File: config.mk
export PLATFORM = sky130hd
export DESIGN_NAME = bgh_ctrl
export DESIGN_NICKNAME = d
export VERILOG_FILES = /design/src/sv/bgh_pkg.sv /design/src/sv/bgh_ctrl.sv
export SDC_FILE = /design/constraint.sdc
export NUM_CORES = 1
export LEC_CHECK = 0
export BUFFER_PORTS_ARGS = -buffer_cell sky130_fd_sc_hd__buf_2
export CORE_AREA = 10 10 47 49
export CTS_CLUSTER_SIZE = 14
export DETAILED_ROUTE_END_ITERATION = 8
export DIE_AREA = 0 0 57 59
export SLEW_MARGIN = 20
export SYNTH_ARGS = -nofsm -noshare
export SYNTH_HDL_FRONTEND = slang
export SYNTH_SLANG_ARGS = --single-unit
File: constraint.sdc
create_clock -name clk -period 1.9 [get_ports clk]
set_input_delay 0.285 -clock clk [delete_from_list [all_inputs] [get_ports clk]]
set_output_delay 0.285 -clock clk [all_outputs]
set_load 0.02 [all_outputs]
File: src/sv/bgh_pkg.sv
`timescale 1ns / 1ps
// Shared types and constants of the binned grey histogram unit.
// No dependencies; imported by every module of the block.
package bgh_pkg;

	localparam int GREY_LEVELS     = 256;
	localparam int COUNT_BITS      = 32;
	localparam int STORE_DEPTH     = 256;
	localparam int IDX_BITS        = $clog2(STORE_DEPTH);
	localparam int PIXEL_BITS      = 8;
	localparam int BC_BITS         = 9;
	localparam int STARS_BITS      = 16;
	localparam int CFG_DATA_BITS   = 16;
	localparam int CFG_INDEX_BITS  = 1;
	localparam int STEP_BITS       = $clog2(STARS_BITS);
	localparam int RECIP_SHIFT     = 16;
	localparam int RECIP_BITS      = RECIP_SHIFT + 1;
	localparam int STAR_SCALE_RESET = 1;
	localparam int BIN_COUNT_RESET  = 256;

	// Opcodes carried in s_tuser
	typedef enum logic [1:0] {
		OP_ADD   = 2'd0,
		OP_READ  = 2'd1,
		OP_CLEAR = 2'd2,
		OP_NOP   = 2'd3
	} opcode_t;

	// Configuration register indexes
	typedef enum logic [CFG_INDEX_BITS-1:0] {
		CFG_STAR_SCALE = 1'b0,
		CFG_BIN_COUNT  = 1'b1
	} cfg_index_t;

	// Controller to datapath
	typedef struct packed {
		logic take;      // capture the input transaction
		logic clear;     // empty the store
		logic mem_rd;    // read the addressed bin
		logic mem_wr;    // write back the incremented bin
		logic mul_load;  // form count * scale and seed the divider
		logic div_step;  // one restoring division step
		logic load_out;  // load the output register
	} cmd_t;

	// Datapath to controller
	typedef struct packed {
		logic in_range;  // captured bin lies below bin_count
		logic max_zero;  // histogram empty
		logic div_last;  // final division step in progress
		logic out_busy;  // output register holds an untaken result
	} sts_t;

endpackage

File: src/sv/bgh_ctrl.sv
`timescale 1ns / 1ps
// Sequencing state machine of the binned grey histogram unit.
// Depends on bgh_pkg for the command and status structs and opcodes.
module bgh_ctrl import bgh_pkg::*; (
	input  logic    clk,
	input  logic    arst_n,
	input  logic    in_valid,
	input  opcode_t opcode,
	input  sts_t    sts,
	output logic    in_ready,
	output cmd_t    cmd
);

	typedef enum logic [6:0] {
		ST_IDLE   = 7'b0000001,
		ST_ADD_RD = 7'b0000010,
		ST_ADD_WR = 7'b0000100,
		ST_RD_RD  = 7'b0001000,
		ST_RD_MUL = 7'b0010000,
		ST_RD_DIV = 7'b0100000,
		ST_RD_OUT = 7'b1000000
	} state_t;

	state_t state_q, state_d;

	always_ff @(posedge clk or negedge arst_n) begin
		if (!arst_n) begin
			state_q <= ST_IDLE;
		end else begin
			state_q <= state_d;
		end
	end

	always_comb begin
		cmd      = '0;
		state_d  = state_q;
		in_ready = (state_q == ST_IDLE);
		case (state_q)
			ST_IDLE: begin
				if (in_valid) begin
					cmd.take = 1'b1;
					case (opcode)
						OP_ADD:   state_d = ST_ADD_RD;
						OP_READ:  state_d = ST_RD_RD;
						OP_CLEAR: cmd.clear = 1'b1;
						default:  state_d = ST_IDLE;
					endcase
				end
			end
			ST_ADD_RD: begin
				// drop pixels beyond the last bin
				if (sts.in_range) begin
					cmd.mem_rd = 1'b1;
					state_d    = ST_ADD_WR;
				end else begin
					state_d = ST_IDLE;
				end
			end
			ST_ADD_WR: begin
				cmd.mem_wr = 1'b1;
				state_d    = ST_IDLE;
			end
			ST_RD_RD: begin
				if (sts.in_range && !sts.max_zero) begin
					cmd.mem_rd = 1'b1;
					state_d    = ST_RD_MUL;
				end else begin
					state_d = ST_RD_OUT;
				end
			end
			ST_RD_MUL: begin
				cmd.mul_load = 1'b1;
				state_d      = ST_RD_DIV;
			end
			ST_RD_DIV: begin
				cmd.div_step = 1'b1;
				if (sts.div_last) begin
					state_d = ST_RD_OUT;
				end
			end
			ST_RD_OUT: begin
				if (!sts.out_busy) begin
					cmd.load_out = 1'b1;
					state_d      = ST_IDLE;
				end
			end
			default: begin
				state_d = ST_IDLE;
			end
		endcase
	end

endmodule

==> impl_metrics.toml <==
[run_status]
status = "finished with violations"
violations = "negative setup slack"

[power]
switching_share_pct = 34.20
p_leak_nw = 0.4082
p_comb_share_pct = 58.0
p_switching_uw = 250.0
ir_drop_mv = 0.5137
p_int_uw = 481.0
power.total_uw = 730.9
p_clk_share_pct = 16.8
pwr-share-seq_pct = 25.2
power_density_mw_per_mm2 = 845.4

[finish]
top_register = "state_q"
diodes = 0
areaGrowthSynthToFinish_pct = 72.32
final_cell_area_um2 = 864.6
drive_gt1_share_pct = 57.61
fin_cells = 108
nets = 102
largest_reg_flops = 7
top_regs = "state_q: 7 flops"
fin_util_pct = 61.70

[timing]
post-route-min-period_ps = 2047
final_max_slew_viol_count = 0
setup_viol = 5
hold_viol_final = 0
min_period_over_period_pct = 107.7
finClkSkew_ps = 1.285
rsz0062_at_grt = "yes"
setup_tns_ps = -472.5
layout_setup_ws_ps = -147.1
tightest_slew_ps = 228.6
timing.slew.headroom_pct = 84.64
fmax_mhz = 488.5

[synth]
synth_ff_type = "dfrtp_1"
yosysSeqAreaShare_pct = 35.16
synth_nets = 64
synth-edff-count = 0
ys_ff_latch = 7
yosys_warnings = 0
syn-instance-count = 55
syn_area_um2 = 501.7
async_flop_share_pct = 100.0
avgSynthCellArea_um2 = 9.122
synth_cell_types = 31
yosys.area.top_type_share_pct = 29.93
synth.area.top_cells = "dfrtp_1 (30%), dfstp_2 (5.2%), nor3b_1 (4.5%), or3_4 (4.5%), nor4_4 (4.2%)"
yosys.area.top_type = "dfrtp_1"

[drt]
first_pass_iters = 4
ant_nets = 0
routed_wl_mm = 1.498
vias = 545
drtIter0Drc = 5
vias_per_cell = 5.046
drc_errors = 0
wl_per_cell_um = 13.87

[worst_hold_path]
worstHoldPathType = "in2reg"

[placement]
placed_cell_area_um2 = 719.4
dp_hpwl_mm = 1.185
dp.cells = 100
numPortBuffers = 16
place.gp.congestion = 0.7580

[worst_setup_path]
end_kind = "output port"
arrival_ps = 1760
critPathLaunchType = "register"
criticalPathCategory = "reg2out"
cp_max_fo = 3
cp.required_ps = 1620

[floorplan]
dieArea_mm2 = 0.003363
io_pins = 17
rows = 14
core_area_mm2 = 0.001401
die_w_um = 57
die_h_um = 59
start_util_pct = 35.80

[job]
maxCapViolCount = 0

[global_route]
grt_pass1_wl_mm = 2.594
overflow = 0
track_usage_pct = 9.241
antenna_found_initial = 0
grt_max_degree = 9
grt_pass1_vias = 613

[clocking]
htreeDepth = 1
clkLatencyLatePin_ps = 240
clock_path_buffers = 2
cts_buffers = 3
clk_pin_slew_ps = 50
cts_tree = "yes"
cts_sinks = 7
cts_root_buf = "clkbuf_4"
[power by group through the flow]
stage               combinational [mW]  sequential (mW)  clock (mW)
CTS                              0.420            0.184       0.128
global placement                 0.339            0.186           0
global route                     0.458            0.185       0.144
finish                           0.424            0.184       0.123
floorplan                        0.190            0.197           0
detailed placement               0.341            0.186           0
[per-stage QoR]
stage	setup slack [ps]	hold WS (ps)
global route	-242.2	251.4
CTS	-169.0	245.7
detailed placement	25.08	118.8
global placement	47.41	120.8
floorplan	-111.9	-10.59
finish	-147.1	250.7
[placed cells by master (no fill, tap or decap), types with 3 or more instances in the layout]
cell,n
buf_4,16
buf_2,11
buf_6,6
dfrtp_1,6
nor2_1,4
nor3_1,3
clkbuf_4,3
[cell usage after synthesis, drive strengths merged, types with 2 or more instances]
| cell type | count |
|---|---|
| nor3b | 3 |
| nor2 | 5 |
| nand2 | 3 |
| nor3 | 4 |
| nor2b | 2 |
| or2 | 2 |
| nor4 | 2 |
| inv | 4 |
| dfrtp | 6 |
| nor4b | 2 |
| or3 | 2 |
| nand2b | 2 |
[area by class of cell]
class	instances	area, um2
fill	120	536.8
tap	16	20.02
multi-input combinational	43	374.1
timing repair buffer	34	252.7
inverter	4	15.01
sequential	7	176.4
clock buffer	4	26.28
[metal layers]
metal | up-vias | wire [um] | track usage [%]
li1 | 282 | - | -
met1 | 249 | 584 | 9.004
met2 | 12 | 821 | 17.52
met3 | 2 | 78 | 3.004
met4 | 0 | 14 | 3.691
met5 | - | 0 | 0
[worst paths after layout]
path / startpoint / to / slack [ps] / depth (start not counted)
min in group asynchronous: arst_n / state_q[2] / 400 / 2
worst min-delay path: opcode[1] / state_q[1] / 250 / 2
max in group asynchronous: arst_n / state_q[0] / 1280 / 2
worst min register to register: state_q[4] / state_q[4] / 580 / 2
worst max-delay path: state_q[4] / cmd[4] / -150 / 4
worst max register to register: state_q[5] / state_q[3] / 210 / 7
[timing repair]
| action | 4_1_cts | 5_1_grt |
|---|---|---|
| endpoints found under the setup margin | 6 | 6 |
| resized for setup | 19 | 3 |
| hold buffers | 1 | 0 |
| hold endpoints to repair | 6 | 0 |
| setup buffers | 2 | 1 |
| pin swaps | 2 | 2 |
[logic make-up after synthesis]
| logic type | share of synthesized area [%] |
|---|---|
| AOI/OAI and AO/OA | 15.71 |
| xor gates and xnor gates | 1.746 |
| buffers and inverters | 3.988 |
| DFF | 35.16 |
| and+or+nand+nor | 43.39 |
[worst max-delay path: stages (launching register included)]
cell and delay [ps]:
dfrtp_1 390, or4b_2 680, nor3_2 170, or2_2 140
buf_2 150
No activity file was read; power rests on OpenSTA's default activity.
